$ cat config.mk
export PLATFORM = sky130hd
export DESIGN_NAME = reply_line_tag_matcher
export DESIGN_NICKNAME = d
export VERILOG_FILES = /design/src/hw/rtl/rltm_pkg.sv /design/src/hw/rtl/rltm_buffers.sv /design/src/hw/rtl/rltm_search.sv /design/src/hw/rtl/reply_line_tag_matcher.sv
export VERILOG_INCLUDE_DIRS = /design/src /design/src/hw/rtl
export SDC_FILE = /design/constraint.sdc
export NUM_CORES = 2
export LEC_CHECK = 0
export BUFFER_PORTS_ARGS = -buffer_cell sky130_fd_sc_hd__clkbuf_2
export CORE_ASPECT_RATIO = 0.8
export CORE_MARGIN = 8
export CORE_UTILIZATION = 60
export CTS_CLUSTER_SIZE = 10
export DETAILED_ROUTE_END_ITERATION = 10
export HOLD_SLACK_MARGIN = 0.15
export PLACE_DENSITY = 0.81
export SLEW_MARGIN = 20
export SYNTH_ARGS = -nofsm -noshare
export SYNTH_HDL_FRONTEND = slang
export SYNTH_HIERARCHICAL = 1
export SYNTH_SLANG_ARGS = --single-unit
$ cat constraint.sdc
create_clock -name clk -period 3.52 [get_ports clk]
set_input_delay 0.176 -clock clk [delete_from_list [all_inputs] [get_ports clk]]
set_output_delay 0.176 -clock clk [all_outputs]
set_load 0.01 [all_outputs]
$ cat src/hw/rtl/assert_macros.svh
// assertion macros shared by the reply line tag matcher modules
// expects a clock named clk and an active-low reset named arst_n in scope
`ifndef ASSERT_MACROS_SVH
`define ASSERT_MACROS_SVH

// plain property, checked on every rising edge outside reset
`define RLTM_ASSERT(label, prop, msg) \
	label: assert property (@(posedge clk) disable iff (!arst_n) prop) else $error(msg);

// overlapping implication built on the plain form
`define RLTM_ASSERT_IMP(label, ante, cons, msg) \
	`RLTM_ASSERT(label, (ante) |-> (cons), msg)

`endif

$ cat src/hw/rtl/rltm_pkg.sv
// shared constants, field widths, result struct and state codes
// for the reply line tag matcher; no dependencies
package rltm_pkg;

	localparam int DEF_BUFFER_SIZE = 64;
	localparam int DEF_NUM_TAGS    = 8;
	localparam int DEF_TAG_LENGTH  = 16;

	localparam int BYTE_W    = 8;
	localparam int SLOT_W    = 3;
	localparam int POS_W     = 4;
	localparam int CFG_W     = 4;
	localparam int LEN_W     = 6;
	localparam int S_TDATA_W = 16;
	localparam int M_TDATA_W = 16;

	localparam logic [BYTE_W-1:0] CHAR_NUL = 8'h00;
	localparam logic [BYTE_W-1:0] CHAR_LF  = 8'h0A;
	localparam logic [BYTE_W-1:0] CHAR_CR  = 8'h0D;
	localparam logic [BYTE_W-1:0] CHAR_O   = 8'h4F;
	localparam logic [BYTE_W-1:0] CHAR_K   = 8'h4B;

	localparam logic KIND_BYTE = 1'b0;
	localparam logic KIND_TAG  = 1'b1;

	typedef struct packed {
		logic              has_ok;
		logic              tag_match;
		logic [SLOT_W-1:0] slot;
	} srch_res_t;

	typedef enum logic [2:0] {
		ST_IDLE   = 3'b001,
		ST_SEARCH = 3'b010,
		ST_EMIT   = 3'b100
	} ctl_state_t;

	typedef enum logic [4:0] {
		SR_IDLE     = 5'b00001,
		SR_OKSCAN   = 5'b00010,
		SR_TAGLOAD  = 5'b00100,
		SR_LINESCAN = 5'b01000,
		SR_DONE     = 5'b10000
	} srch_state_t;

endpackage

$ cat src/hw/rtl/rltm_buffers.sv
// line memory and tag memory, one write and one registered read port each
// depends on rltm_pkg
module rltm_buffers
	import rltm_pkg::*;
#(
	parameter int BUFFER_SIZE = DEF_BUFFER_SIZE,
	parameter int NUM_TAGS    = DEF_NUM_TAGS,
	parameter int TAG_LENGTH  = DEF_TAG_LENGTH,
	localparam int LINE_DEPTH = BUFFER_SIZE - 2,
	localparam int LAW        = $clog2(LINE_DEPTH),
	localparam int TAG_DEPTH  = NUM_TAGS * TAG_LENGTH,
	localparam int TAW        = $clog2(TAG_DEPTH)
) (
	input  logic              clk,
	input  logic              line_we,
	input  logic [LAW-1:0]    line_waddr,
	input  logic [BYTE_W-1:0] line_wdata,
	input  logic [LAW-1:0]    line_raddr,
	output logic [BYTE_W-1:0] line_rdata,
	input  logic              tag_we,
	input  logic [SLOT_W-1:0] tag_slot,
	input  logic [POS_W-1:0]  char_position,
	input  logic [BYTE_W-1:0] tag_wdata,
	input  logic [TAW-1:0]    tag_raddr,
	output logic [BYTE_W-1:0] tag_rdata
);

	logic [BYTE_W-1:0] line_mem [LINE_DEPTH];
	logic [BYTE_W-1:0] tag_mem  [TAG_DEPTH];

	logic             tag_in_range;
	logic [TAW+3:0]   tag_waddr_wide;
	logic [TAW-1:0]   tag_waddr;

	// writes beyond the configured slots or tag length are dropped
	assign tag_in_range   = (int'(tag_slot) < NUM_TAGS) && (int'(char_position) < TAG_LENGTH);
	assign tag_waddr_wide = (TAW+4)'(tag_slot) * (TAW+4)'(TAG_LENGTH) + (TAW+4)'(char_position);
	assign tag_waddr      = tag_waddr_wide[TAW-1:0];

	always_ff @(posedge clk) begin
		if (line_we) begin
			line_mem[line_waddr] <= line_wdata;
		end
		line_rdata <= line_mem[line_raddr];
	end

	always_ff @(posedge clk) begin
		if (tag_we && tag_in_range) begin
			tag_mem[tag_waddr] <= tag_wdata;
		end
		tag_rdata <= tag_mem[tag_raddr];
	end

endmodule

$ cat src/hw/rtl/rltm_search.sv
// line check sequencer: ok scan, then per slot a tag load and a bit-parallel
// substring scan over the line memory; depends on rltm_pkg and assert_macros.svh
`include "assert_macros.svh"

module rltm_search
	import rltm_pkg::*;
#(
	parameter int BUFFER_SIZE = DEF_BUFFER_SIZE,
	parameter int NUM_TAGS    = DEF_NUM_TAGS,
	parameter int TAG_LENGTH  = DEF_TAG_LENGTH,
	localparam int LINE_DEPTH = BUFFER_SIZE - 2,
	localparam int CW         = $clog2(LINE_DEPTH + 1),
	localparam int LAW        = $clog2(LINE_DEPTH),
	localparam int TAG_DEPTH  = NUM_TAGS * TAG_LENGTH,
	localparam int TAW        = $clog2(TAG_DEPTH),
	localparam int LMW        = $clog2(NUM_TAGS + 1),
	localparam int TIW        = $clog2(TAG_LENGTH),
	localparam int TCW        = $clog2(TAG_LENGTH + 1)
) (
	input  logic              clk,
	input  logic              arst_n,
	input  logic              start,
	input  logic [CW-1:0]     line_len,
	input  logic [LMW-1:0]    tag_limit,
	output logic [LAW-1:0]    line_raddr,
	input  logic [BYTE_W-1:0] line_rdata,
	output logic [TAW-1:0]    tag_raddr,
	input  logic [BYTE_W-1:0] tag_rdata,
	output logic              done,
	output srch_res_t         res
);

	srch_state_t          state_q;
	logic [CW-1:0]        iss_q;
	logic                 rv_s1;
	logic [TCW-1:0]       tiss_q;
	logic [TIW-1:0]       tidx_s1;
	logic [CW-1:0]        eff_q;
	logic                 zero_q;
	logic                 prev_o_q;
	logic                 ok_q;
	logic                 match_q;
	logic [LMW-1:0]       slot_q;
	logic [TAW-1:0]       tbase_q;
	logic [TCW-1:0]       plen_q;
	logic                 plen_ok_q;
	logic [TAG_LENGTH-1:0] bits_q;
	logic [BYTE_W-1:0]    tag_q [TAG_LENGTH];

	logic                 line_issue;
	logic                 tag_issue;
	logic [TAG_LENGTH-1:0] bits_d;
	logic [TCW-1:0]       plen_m1;
	logic                 hit;
	logic [LMW+SLOT_W-1:0] slot_wide;
	logic [LMW-1:0]       slot_next;

	assign line_raddr = iss_q[LAW-1:0];
	assign tag_raddr  = tbase_q + TAW'(tiss_q[TIW-1:0]);

	assign line_issue = ((state_q == SR_OKSCAN) && (iss_q < line_len)) ||
	                    ((state_q == SR_LINESCAN) && (iss_q < eff_q));
	assign tag_issue  = (state_q == SR_TAGLOAD) && (tiss_q < TCW'(TAG_LENGTH));

	// shift-and step: bit j set when the last j+1 line bytes equal tag[0..j]
	always_comb begin
		bits_d[0] = (line_rdata == tag_q[0]);
		for (int j = 1; j < TAG_LENGTH; j++) begin
			bits_d[j] = (line_rdata == tag_q[j]) && bits_q[j-1];
		end
	end

	assign plen_m1   = plen_q - TCW'(1);
	assign hit       = bits_d[plen_m1[TIW-1:0]];
	assign slot_next = slot_q + LMW'(1);

	assign slot_wide     = {{SLOT_W{1'b0}}, slot_q};
	assign done          = (state_q == SR_DONE);
	assign res.has_ok    = ok_q;
	assign res.tag_match = match_q;
	assign res.slot      = match_q ? slot_wide[SLOT_W-1:0] : '0;

	always_ff @(posedge clk or negedge arst_n) begin
		if (!arst_n) begin
			state_q   <= SR_IDLE;
			iss_q     <= '0;
			rv_s1     <= 1'b0;
			tiss_q    <= '0;
			tidx_s1   <= '0;
			eff_q     <= '0;
			zero_q    <= 1'b0;
			prev_o_q  <= 1'b0;
			ok_q      <= 1'b0;
			match_q   <= 1'b0;
			slot_q    <= '0;
			tbase_q   <= '0;
			plen_q    <= '0;
			plen_ok_q <= 1'b0;
			bits_q    <= '0;
		end else begin
			case (state_q)
				SR_IDLE: begin
					if (start) begin
						iss_q    <= '0;
						rv_s1    <= 1'b0;
						eff_q    <= '0;
						zero_q   <= 1'b0;
						prev_o_q <= 1'b0;
						ok_q     <= 1'b0;
						match_q  <= 1'b0;
						slot_q   <= '0;
						tbase_q  <= '0;
						state_q  <= SR_OKSCAN;
					end
				end
				SR_OKSCAN: begin
					rv_s1 <= line_issue;
					if (line_issue) begin
						iss_q <= iss_q + CW'(1);
					end
					// bytes after the first zero are outside the search
					if (rv_s1 && !zero_q) begin
						if (line_rdata == CHAR_NUL) begin
							zero_q <= 1'b1;
						end else begin
							eff_q    <= eff_q + CW'(1);
							prev_o_q <= (line_rdata == CHAR_O);
							if (prev_o_q && (line_rdata == CHAR_K)) begin
								ok_q <= 1'b1;
							end
						end
					end
					if (!line_issue && !rv_s1) begin
						if (ok_q || (tag_limit == '0)) begin
							state_q <= SR_DONE;
						end else begin
							tiss_q    <= '0;
							plen_q    <= TCW'(TAG_LENGTH);
							plen_ok_q <= 1'b0;
							state_q   <= SR_TAGLOAD;
						end
					end
				end
				SR_TAGLOAD: begin
					rv_s1   <= tag_issue;
					tidx_s1 <= tiss_q[TIW-1:0];
					if (tag_issue) begin
						tiss_q <= tiss_q + TCW'(1);
					end
					if (rv_s1 && (tag_rdata == CHAR_NUL) && !plen_ok_q) begin
						plen_q    <= TCW'(tidx_s1);
						plen_ok_q <= 1'b1;
					end
					if (!tag_issue && !rv_s1) begin
						if (plen_q == '0) begin
							// empty tag matches any line
							match_q <= 1'b1;
							state_q <= SR_DONE;
						end else begin
							iss_q   <= '0;
							bits_q  <= '0;
							state_q <= SR_LINESCAN;
						end
					end
				end
				SR_LINESCAN: begin
					if (line_issue) begin
						iss_q <= iss_q + CW'(1);
					end
					if (rv_s1) begin
						bits_q <= bits_d;
					end
					if (rv_s1 && hit) begin
						match_q <= 1'b1;
						rv_s1   <= 1'b0;
						state_q <= SR_DONE;
					end else begin
						rv_s1 <= line_issue;
						if (!line_issue && !rv_s1) begin
							if (slot_next < tag_limit) begin
								slot_q    <= slot_next;
								tbase_q   <= tbase_q + TAW'(TAG_LENGTH);
								tiss_q    <= '0;
								plen_q    <= TCW'(TAG_LENGTH);
								plen_ok_q <= 1'b0;
								state_q   <= SR_TAGLOAD;
							end else begin
								state_q <= SR_DONE;
							end
						end
					end
				end
				SR_DONE: begin
					state_q <= SR_IDLE;
				end
				default: begin
					state_q <= SR_IDLE;
				end
			endcase
		end
	end

	// tag characters of the slot under test
	always_ff @(posedge clk) begin
		if ((state_q == SR_TAGLOAD) && rv_s1) begin
			tag_q[tidx_s1] <= tag_rdata;
		end
	end

	`RLTM_ASSERT_IMP(a_res_exclusive, done, !(res.has_ok && res.tag_match), "ok and tag match both set")
	`RLTM_ASSERT_IMP(a_scan_has_tag, state_q == SR_LINESCAN, plen_q != '0, "line scan with empty tag")

endmodule

$ cat src/hw/rtl/reply_line_tag_matcher.sv
// reply line tag matcher top level: stream handshakes, line count, sticky flags,
// tag slot register and result register; depends on rltm_pkg, rltm_buffers,
// rltm_search and assert_macros.svh
//
// channel   dir  beat when             payload
// s_*       in   s_tvalid & s_tready   tuser kind, tdata byte/slot/char position
// m_*       out  m_tvalid & m_tready   tuser purged, tdata line result
// cfg_*     in   cfg_valid & cfg_ready cfg_data tags_in_use
//
// a received byte or a tag character leaves the input ready for the next beat; a purge
// beat passes through the emit state; a terminator runs the check: an ok scan over the line,
// then per checked slot a load of the tag and a scan of the line up to its first zero;
// one read port per memory paces it at one byte per cycle
// input stalls during a check and in the cycle a result moves to the output
// register, longer while that register is full; reset clears counters and flags
`include "assert_macros.svh"

module reply_line_tag_matcher
	import rltm_pkg::*;
#(
	parameter int BUFFER_SIZE = DEF_BUFFER_SIZE,
	parameter int NUM_TAGS    = DEF_NUM_TAGS,
	parameter int TAG_LENGTH  = DEF_TAG_LENGTH
) (
	input  logic                 clk,
	input  logic                 arst_n,
	input  logic                 s_tvalid,
	output logic                 s_tready,
	// [7:0] byte_value, [10:8] tag_slot, [14:11] char_position, [15] zero
	input  logic [S_TDATA_W-1:0] s_tdata,
	// [0] kind
	input  logic                 s_tuser,
	output logic                 m_tvalid,
	input  logic                 m_tready,
	// [0] line_has_ok, [1] line_tag_match, [4:2] matched_slot, [5] ok_seen,
	// [6] tag_seen, [12:7] line_length, [15:13] zero
	output logic [M_TDATA_W-1:0] m_tdata,
	// [0] purged
	output logic                 m_tuser,
	input  logic                 cfg_valid,
	output logic                 cfg_ready,
	input  logic [CFG_W-1:0]     cfg_data
);

	localparam int LINE_DEPTH = BUFFER_SIZE - 2;
	localparam int CW         = $clog2(LINE_DEPTH + 1);
	localparam int LAW        = $clog2(LINE_DEPTH);
	localparam int TAW        = $clog2(NUM_TAGS * TAG_LENGTH);
	localparam int LMW        = $clog2(NUM_TAGS + 1);

	// input beat fields
	logic              kind;
	logic [BYTE_W-1:0] byte_value;
	logic [SLOT_W-1:0] tag_slot;
	logic [POS_W-1:0]  char_position;

	ctl_state_t        state_q;
	logic [CW-1:0]     count_q;
	logic [CFG_W-1:0]  tags_in_use_q;
	logic              ok_q;
	logic              tagf_q;

	// result waiting for the output register
	logic              pend_ok_q;
	logic              pend_match_q;
	logic [SLOT_W-1:0] pend_slot_q;
	logic              pend_purge_q;
	logic [LEN_W-1:0]  pend_len_q;

	logic                 m_tvalid_q;
	logic [M_TDATA_W-1:0] m_tdata_q;
	logic                 m_tuser_q;

	logic              s_beat;
	logic              byte_beat;
	logic              is_term;
	logic              line_full;
	logic              line_we;
	logic              tag_we;
	logic              srch_start;
	logic              srch_done;
	srch_res_t         srch_res;
	logic              out_free;

	logic [CW+LEN_W-1:0]    len_wide;
	logic [LMW+CFG_W-1:0]   tiu_wide;
	logic [LMW-1:0]         tag_limit;

	logic [LAW-1:0]    line_raddr;
	logic [BYTE_W-1:0] line_rdata;
	logic [TAW-1:0]    tag_raddr;
	logic [BYTE_W-1:0] tag_rdata;

	assign kind          = s_tuser;
	assign byte_value    = s_tdata[7:0];
	assign tag_slot      = s_tdata[10:8];
	assign char_position = s_tdata[14:11];

	// one item at a time; a running check or a waiting result holds the input off
	assign s_tready  = (state_q == ST_IDLE);
	assign cfg_ready = 1'b1;
	assign s_beat    = s_tvalid && s_tready;
	assign byte_beat = s_beat && (kind == KIND_BYTE);
	assign tag_we    = s_beat && (kind == KIND_TAG);

	assign is_term    = (byte_value == CHAR_LF) || (byte_value == CHAR_CR);
	assign line_full  = (count_q == CW'(LINE_DEPTH));
	assign line_we    = byte_beat && !line_full && !is_term;
	assign srch_start = byte_beat && !line_full && is_term;

	assign len_wide = {{LEN_W{1'b0}}, count_q};

	// slot count above the table size is clamped
	assign tiu_wide  = {{LMW{1'b0}}, tags_in_use_q};
	assign tag_limit = (tiu_wide > (LMW+CFG_W)'(NUM_TAGS)) ? LMW'(NUM_TAGS) : tiu_wide[LMW-1:0];

	assign out_free = !m_tvalid_q || m_tready;

	assign m_tvalid = m_tvalid_q;
	assign m_tdata  = m_tdata_q;
	assign m_tuser  = m_tuser_q;

	rltm_buffers #(
		.BUFFER_SIZE (BUFFER_SIZE),
		.NUM_TAGS    (NUM_TAGS),
		.TAG_LENGTH  (TAG_LENGTH)
	) u_buffers (
		.clk           (clk),
		.line_we       (line_we),
		.line_waddr    (count_q[LAW-1:0]),
		.line_wdata    (byte_value),
		.line_raddr    (line_raddr),
		.line_rdata    (line_rdata),
		.tag_we        (tag_we),
		.tag_slot      (tag_slot),
		.char_position (char_position),
		.tag_wdata     (byte_value),
		.tag_raddr     (tag_raddr),
		.tag_rdata     (tag_rdata)
	);

	rltm_search #(
		.BUFFER_SIZE (BUFFER_SIZE),
		.NUM_TAGS    (NUM_TAGS),
		.TAG_LENGTH  (TAG_LENGTH)
	) u_search (
		.clk        (clk),
		.arst_n     (arst_n),
		.start      (srch_start),
		.line_len   (count_q),
		.tag_limit  (tag_limit),
		.line_raddr (line_raddr),
		.line_rdata (line_rdata),
		.tag_raddr  (tag_raddr),
		.tag_rdata  (tag_rdata),
		.done       (srch_done),
		.res        (srch_res)
	);

	// configuration register
	always_ff @(posedge clk or negedge arst_n) begin
		if (!arst_n) begin
			tags_in_use_q <= '0;
		end else if (cfg_valid && cfg_ready) begin
			tags_in_use_q <= cfg_data;
		end
	end

	// control: line fill, purge, check hand-off, result emit
	always_ff @(posedge clk or negedge arst_n) begin
		if (!arst_n) begin
			state_q      <= ST_IDLE;
			count_q      <= '0;
			ok_q         <= 1'b0;
			tagf_q       <= 1'b0;
			m_tvalid_q   <= 1'b0;
			pend_ok_q    <= 1'b0;
			pend_match_q <= 1'b0;
			pend_slot_q  <= '0;
			pend_purge_q <= 1'b0;
			pend_len_q   <= '0;
		end else begin
			// output register: loaded from the pending result, freed by a taken beat
			if ((state_q == ST_EMIT) && out_free) begin
				m_tvalid_q <= 1'b1;
			end else if (m_tready) begin
				m_tvalid_q <= 1'b0;
			end
			case (state_q)
				ST_IDLE: begin
					if (byte_beat) begin
						if (line_full) begin
							// overflow: drop the line and this byte, no check
							pend_ok_q    <= 1'b0;
							pend_match_q <= 1'b0;
							pend_slot_q  <= '0;
							pend_purge_q <= 1'b1;
							pend_len_q   <= len_wide[LEN_W-1:0];
							count_q      <= '0;
							state_q      <= ST_EMIT;
						end else if (is_term) begin
							pend_purge_q <= 1'b0;
							pend_len_q   <= len_wide[LEN_W-1:0];
							state_q      <= ST_SEARCH;
						end else begin
							count_q <= count_q + CW'(1);
						end
					end
				end
				ST_SEARCH: begin
					if (srch_done) begin
						pend_ok_q    <= srch_res.has_ok;
						pend_match_q <= srch_res.tag_match;
						pend_slot_q  <= srch_res.slot;
						ok_q         <= ok_q | srch_res.has_ok;
						tagf_q       <= tagf_q | srch_res.tag_match;
						count_q      <= '0;
						state_q      <= ST_EMIT;
					end
				end
				ST_EMIT: begin
					if (out_free) begin
						state_q <= ST_IDLE;
					end
				end
				default: begin
					state_q <= ST_IDLE;
				end
			endcase
		end
	end

	// output payload, loaded with the flags as they stand after this line
	always_ff @(posedge clk) begin
		if ((state_q == ST_EMIT) && out_free) begin
			m_tdata_q <= {3'b000, pend_len_q, tagf_q, ok_q, pend_slot_q,
			              pend_match_q, pend_ok_q};
			m_tuser_q <= pend_purge_q;
		end
	end

	`RLTM_ASSERT(a_count_range, count_q <= CW'(LINE_DEPTH), "line count past buffer depth")
	`RLTM_ASSERT(a_ok_sticky, ok_q |=> ok_q, "ok flag cleared")
	`RLTM_ASSERT_IMP(a_purge_clean, m_tvalid && m_tuser, m_tdata[1:0] == 2'b00, "purged beat with check result")
	`RLTM_ASSERT_IMP(a_done_in_search, srch_done, state_q == ST_SEARCH, "check finished outside search")

endmodule

# == Word-level counts from Yosys, hierarchy flattened ==
# Memory sizes are Yosys's and may differ from the RTL's. A register that Yosys moved wholly into a read port is not among the register bits.
# Index checks and enable logic that the tools add are counted.
# classes
n_div,0
reduce_logical,76
n_mul,0
addsub,9
muxes,106
n_eq_ne,54
n_lt_le_gt_ge,6
n_bitwise,3
shift,0
# op_table
operator,count
== test 8 bit,16
2-to-1 mux 5 bit,20
2-to-1 mux 6 bit,12
2-to-1 mux 15 bit,3
logical AND 1 bit,33
2-to-1 mux 1 bit,33
one-hot mux 15 bit (2 select lines),1
one-hot mux 5 bit (3 select lines),2
2-to-1 mux 7 bit,4
inequality test 2 bit (second input constant),14
AND reduction 4 bit,7
2-to-1 mux 3 bit,9
one-hot mux 6 bit (2 select lines),2
2-to-1 mux 4 bit,5
one-hot mux 5 bit (4 select lines),1
AND reduction 5 bit,4
adder 6 x 1 -> 6 bit (second input constant),3
one-hot mux 6 bit (3 select lines),1
== test 8 x 4 -> 1 bit (second input constant),2
== test 8 x 7 -> 1 bit (second input constant),2
zero test 8 bit,2
inequality test 2 x 1 -> 1 bit (second input constant),8
adder 7 x 4 -> 7 bit,2
one-hot mux 7 bit (2 select lines),1
41 further kinds,67
# totals
inputBits,26
rom_bits,0
regBits,105
latch_bits,0
memories,3
output_inout_bits,20
word_cells,285
ramBits,1648
# mem_list
name,words,word_bits,read_ports,rd_clocked_by_memory_dff,wr,line_no,text
u_buffers.tag_mem,128,8,1,1,1,rltm_buffers.sv:29,logic [BYTE_W-1:0] tag_mem [TAG_DEPTH];
u_buffers.line_mem,62,8,1,1,1,rltm_buffers.sv:28,logic [BYTE_W-1:0] line_mem [LINE_DEPTH];
u_search.tag_q,16,8,16,0,1,rltm_search.sv:48,logic [BYTE_W-1:0] tag_q [TAG_LENGTH];

# == Logic depth before layout (Yosys ltp) ==
# depth
word_depth,8
mapped_depth,11
ltp_nobuf,11

# == Cells and area by module ==
# Netlist, hierarchy kept.
# modules_own_cells
mod,instances,cells_per_inst,area_each_um2,seq_area_each_um2
rltm_buffers,1,2482,59034.1,45964.1
rltm_search,1,719,8829.7,5321.4
reply_line_tag_matcher,1,137,1795.5,1122.3

# == Least setup slack after synthesis ==
# No wires, ideal clock.
# synth_timing
path_type,flip-flop to flip-flop
startpoint,register u_search.tiss_q[0]
endpoint,register u_buffers.tag_rdata[0] (read register of u_buffers.tag_mem)
required_time_ns,3.399
path_slack_ns,0.504
t_arrival_ns,2.895
period_less_slack_ns,3.016
stages_incl_launch_ff,8
setup_time_ns,0.121
n_path_buf,3
cell_sequence,dfrtp_1 > buf_4 > clkbuf_1 > buf_1 > mux4_2 > mux4_2 > mux4_2 > mux2_2
# synth_via
elab_chain_cells,1
# synth_rtl
element,line_no,text
from (decl),rltm_search.sv:36,logic [TCW-1:0] tiss_q;
from (signal assigned),rltm_search.sv:148,tiss_q <= tiss_q + TCW'(1);
adder 7 x 4 -> 7 bit,rltm_search.sv:59,assign tag_raddr = tbase_q + TAW'(tiss_q[TIW-1:0]);
via tag_raddr[0],reply_line_tag_matcher.sv:91,logic [TAW-1:0] tag_raddr;
to (decl),rltm_buffers.sv:25,output logic [BYTE_W-1:0] tag_rdata
# The timed path passes the listed nets, and every way through them passes these cells.
# A chain may end at the register's enable or synchronous reset.

==> summary.md <==
| Metric | Value |
|---|---|
| Outcome | finished, violations left |
| Failing checks | negative setup slack |
| Hold Path Class | in2reg |
| Starting density of the core | 0.606 |
| Sequential share of the synthesized area | 0.752 |
| Row count | roughly 110 |
| Worst hold margin | between 200 and 250 ps |
| Yosys warnings | 6 |
| Post-CTS setup buffer count | 0 |
| FMAX | ~0.28 GHz |
| RSZ-0062 raised after global routing | true |
| Final #Nets | 3803 |
| Final min period | 3570 ps |
| LEAKAGE | 25.3 nW |
| Root Buffer | clkbuf_16 |
| Worst Setup End Kind | flip-flop |
| DRT Pass-1 Iters | 7 |
| Synth Cell Area | 69700 um^2 |
| WP data required | 4010 ps |
| Crit path DAT | 4050 ps |
| Starting DRT DRC Count | 6147 |
| Die height | 321 um |
| Sw Share | 0.248 |
| Placed cell areas | 73800 um^2 |
| Crit Path Category | reg2reg |
| Cell Int Power | 36.2 mW |
| Fillers | 6307 |
| Clock tree from TritonCTS | done |
| Top-count cell post-synth | edfxtp_1 |
| Most instantiated cells after synthesis | 1662 x edfxtp_1, 484 x mux4_2, 236 x nor2_1 |
| Clock Latency Late Sink | 820 ps |
| Die width | just under 400 um |
| Wire length per cell | 33.5 um |
| Number of flops mapped to enable cells by yosys | between 1500 and 2000 |
| Final setup viols | 16 |
| Largest net degree at the start of global routing | between 150 and 200 |
| Share of post-route cells with drive strength above 1 | 0.292 |
| RePlAce Congestion | ~0.87 |
| H-tree depth | 4 |
| Global-route wire length before repair | 261000 um |
| Core Region | 115000 um^2 |
| Async set-reset flop share out of synthesis | 0.0493 |
| Setup ws final | -46.7 ps |
| #FFs+latches synth | 1765 |
| Fin crit share | 1.01 |
| Combinational Power Share | 0.134 |
| Critical Path Fanout Max | 8 |
| Max Transition Viols Final | 0 |
| Initial antenna violation count | 13 |
| Vias | 37300 |
| Port bufs | 40 |
| Drt total wl | 180000 um |
| Normalized max-slew margin | 0.230 |
| Gr usage total | 0.282 |
| Die area | 127000 um^2 |
| Switching power | 12.0 mW |
| Synth Flop Type | edfxtp_1 |
| Unique masters post-synth | 73 |
| Gate count after technology mapping | 3338 |
| Yosys top cell area share | 0.716 |
| Clock share of power | 0.375 |
| Routed vias/inst | 6.96 |
| I/O Pins | 46 |
| Vias in the first global route | 37800 |
| CTS sink count | 1765 |
| Peak supply drop | around 0.55 mV |
| Skew final | 42.7 ps |
| Max-Cap Viols | 0 |
| Sequential power share | 0.490 |
| Final ANT Viol Nets | 0 |
| Congestion Overflow GR | 0 |
| Final Core Density | 0.692 |
| CTS clk-pin slew, worst paths | 50 ps |
| Hpwl dp | 99900 um |
| Finished Cell Area | 79500 um^2 |
| Post-Place Setup Slack | 174 ps |
| Hold Violations, Final | 0 |
| Tot Pwr | 48.2 mW |
| Mapped Avg Cell Area | 20.9 um^2 |
| Worst slew pin tran | 1150 ps |
| Synthesis-to-finish area growth | 14.1% |
| Leading area contributor after synthesis | edfxtp_1 |
| DRC Markers | 0 |
| PwrDens | 606 nW/um^2 |
| Startpoint Class | flip-flop |
| TritonCTS buffer count | 195 |
| Clock tree buffer depth | 3 |
| Top cells by area, synth | edfxtp_1 72%, mux4_2 16%, dfrtp_1 3.1%, nor2_1 1.3%, xor2_1 0.91% |
## worst max-delay path: stages, from the launching register on
cell	delay, ps
dfstp_2	550
or3b_4	420
nor2_4	210
nand3_1	220
inv_1	310
nor2b_1	440
nand2_1	540
nor2_1	320
buf_4	240
## per-layer routing
metal	part of all wire	global-route usage
met2	0.47	0.440
met1	0.36	0.392
met5	0.00035	0
met4	0.034	0.0910
met3	0.14	0.0804
## metrics by stage
stage / TNS [ps] / std cells
3_3_place_gp: -82400 / 5053
3_5_place_dp: 0 / 5054
2_1_floorplan: 0 / 3340
4_1_cts: 0 / 5358
5_1_grt: -189 / 5360
6_report: -568 / 5362
## flip-flops by register name, summed over array words and instances, names as in the netlist, 4 cells and up
register / cells
pend_len_q: 6
u_search/eff_q: 6
tags_in_use_q: 4
u_search/tag_q: 128
u_search/plen_q: 5
u_buffers/line_rdata: 8
u_buffers/tag_mem: 1024
u_search/tidx_s1: 4
u_search/slot_q: 4
u_search/line_raddr: 6
u_buffers/line_mem: 496
u_search/bits_q: 15
u_search/state_q: 5
u_search/tiss_q: 5
u_buffers/tag_rdata: 8
count_q: 6
m_tdata: 13
## power by group through the flow
| stage | Combinational (mW) | Sequential [mW] | Clock [mW] |
|---|---|---|---|
| floorplan | 3.98 | 23.7 | 0 |
| global placement | 5.90 | 24.0 | 0 |
| detailed placement | 6.04 | 24.0 | 0 |
| CTS | 6.31 | 23.6 | 18.2 |
| global route | 6.73 | 23.6 | 19.0 |
| finish | 6.48 | 23.6 | 18.1 |
## repair_timing
action                     4_1_cts  5_1_grt
setup endpoints to repair        0       56
hold endpoints to repair       409        0
gates resized for setup          0        1
hold buffers                    30        0
## cell families after synthesis
logic type | after synthesis | share of synthesized area
AND/OR/NAND/NOR | 544 | 0.0373
adder cells (fa/ha/maj) | 21 | 0.00377
AO/OA/AOI/OAI | 123 | 0.0121
XOR/XNOR | 139 | 0.0175
flip-flops | 1765 | 0.752
other | 2 | 0.000108
buffers and inverters | 218 | 0.0140
multiplexers | 526 | 0.163
## worst paths after layout
path | slack (ps) | from | cells past startpoint | endpoint
worst max-delay path | -50 | state_q[0] | 8 | u_buffers/line_mem[8][4]
worst min-delay path | 210 | s_tdata[11] | 3 | u_buffers/tag_mem[86][1]
worst max register to register | -50 | state_q[0] | 8 | u_buffers/line_mem[8][4]
worst min register to register | 450 | pend_slot_q[1] | 0 | m_tdata[3]
max in group asynchronous | 2680 | arst_n | 4 | u_search/tbase_q[4]
min in group asynchronous | 460 | arst_n | 3 | state_q[0]
## layout by cell type, fill, tap and decap left out, types with 35 or more instances in the layout
cell type,instances
buf_4,311
clkbuf_1,59
clkbuf_16,200
dfrtp_1,77
edfxtp_1,1662
inv_1,36
mux4_2,484
nand2_1,82
nand3_1,49
nor2_1,236
nor3_1,35
xnor2_1,67
xor2_1,72
## area by class of cell
| cell class | count | area, um^2 | share of cell area |
|---|---|---|---|
| Sequential cell | 1765 | 52400 | 0.660 |
| Multi-Input combinational cell | 1357 | 16300 | 0.205 |
| Clock buffer | 260 | 5240 | 0.0659 |
| Timing Repair Buffer | 400 | 3300 | 0.0415 |
| Tap cell | 1525 | 1910 | 0.0240 |
| Clock inverter | 14 | 173 | 0.00217 |
| Inverter | 37 | 139 | 0.00175 |
| Antenna cell | 4 | 10.0 | 0.000126 |
Power figures use the tool's default switching activity.
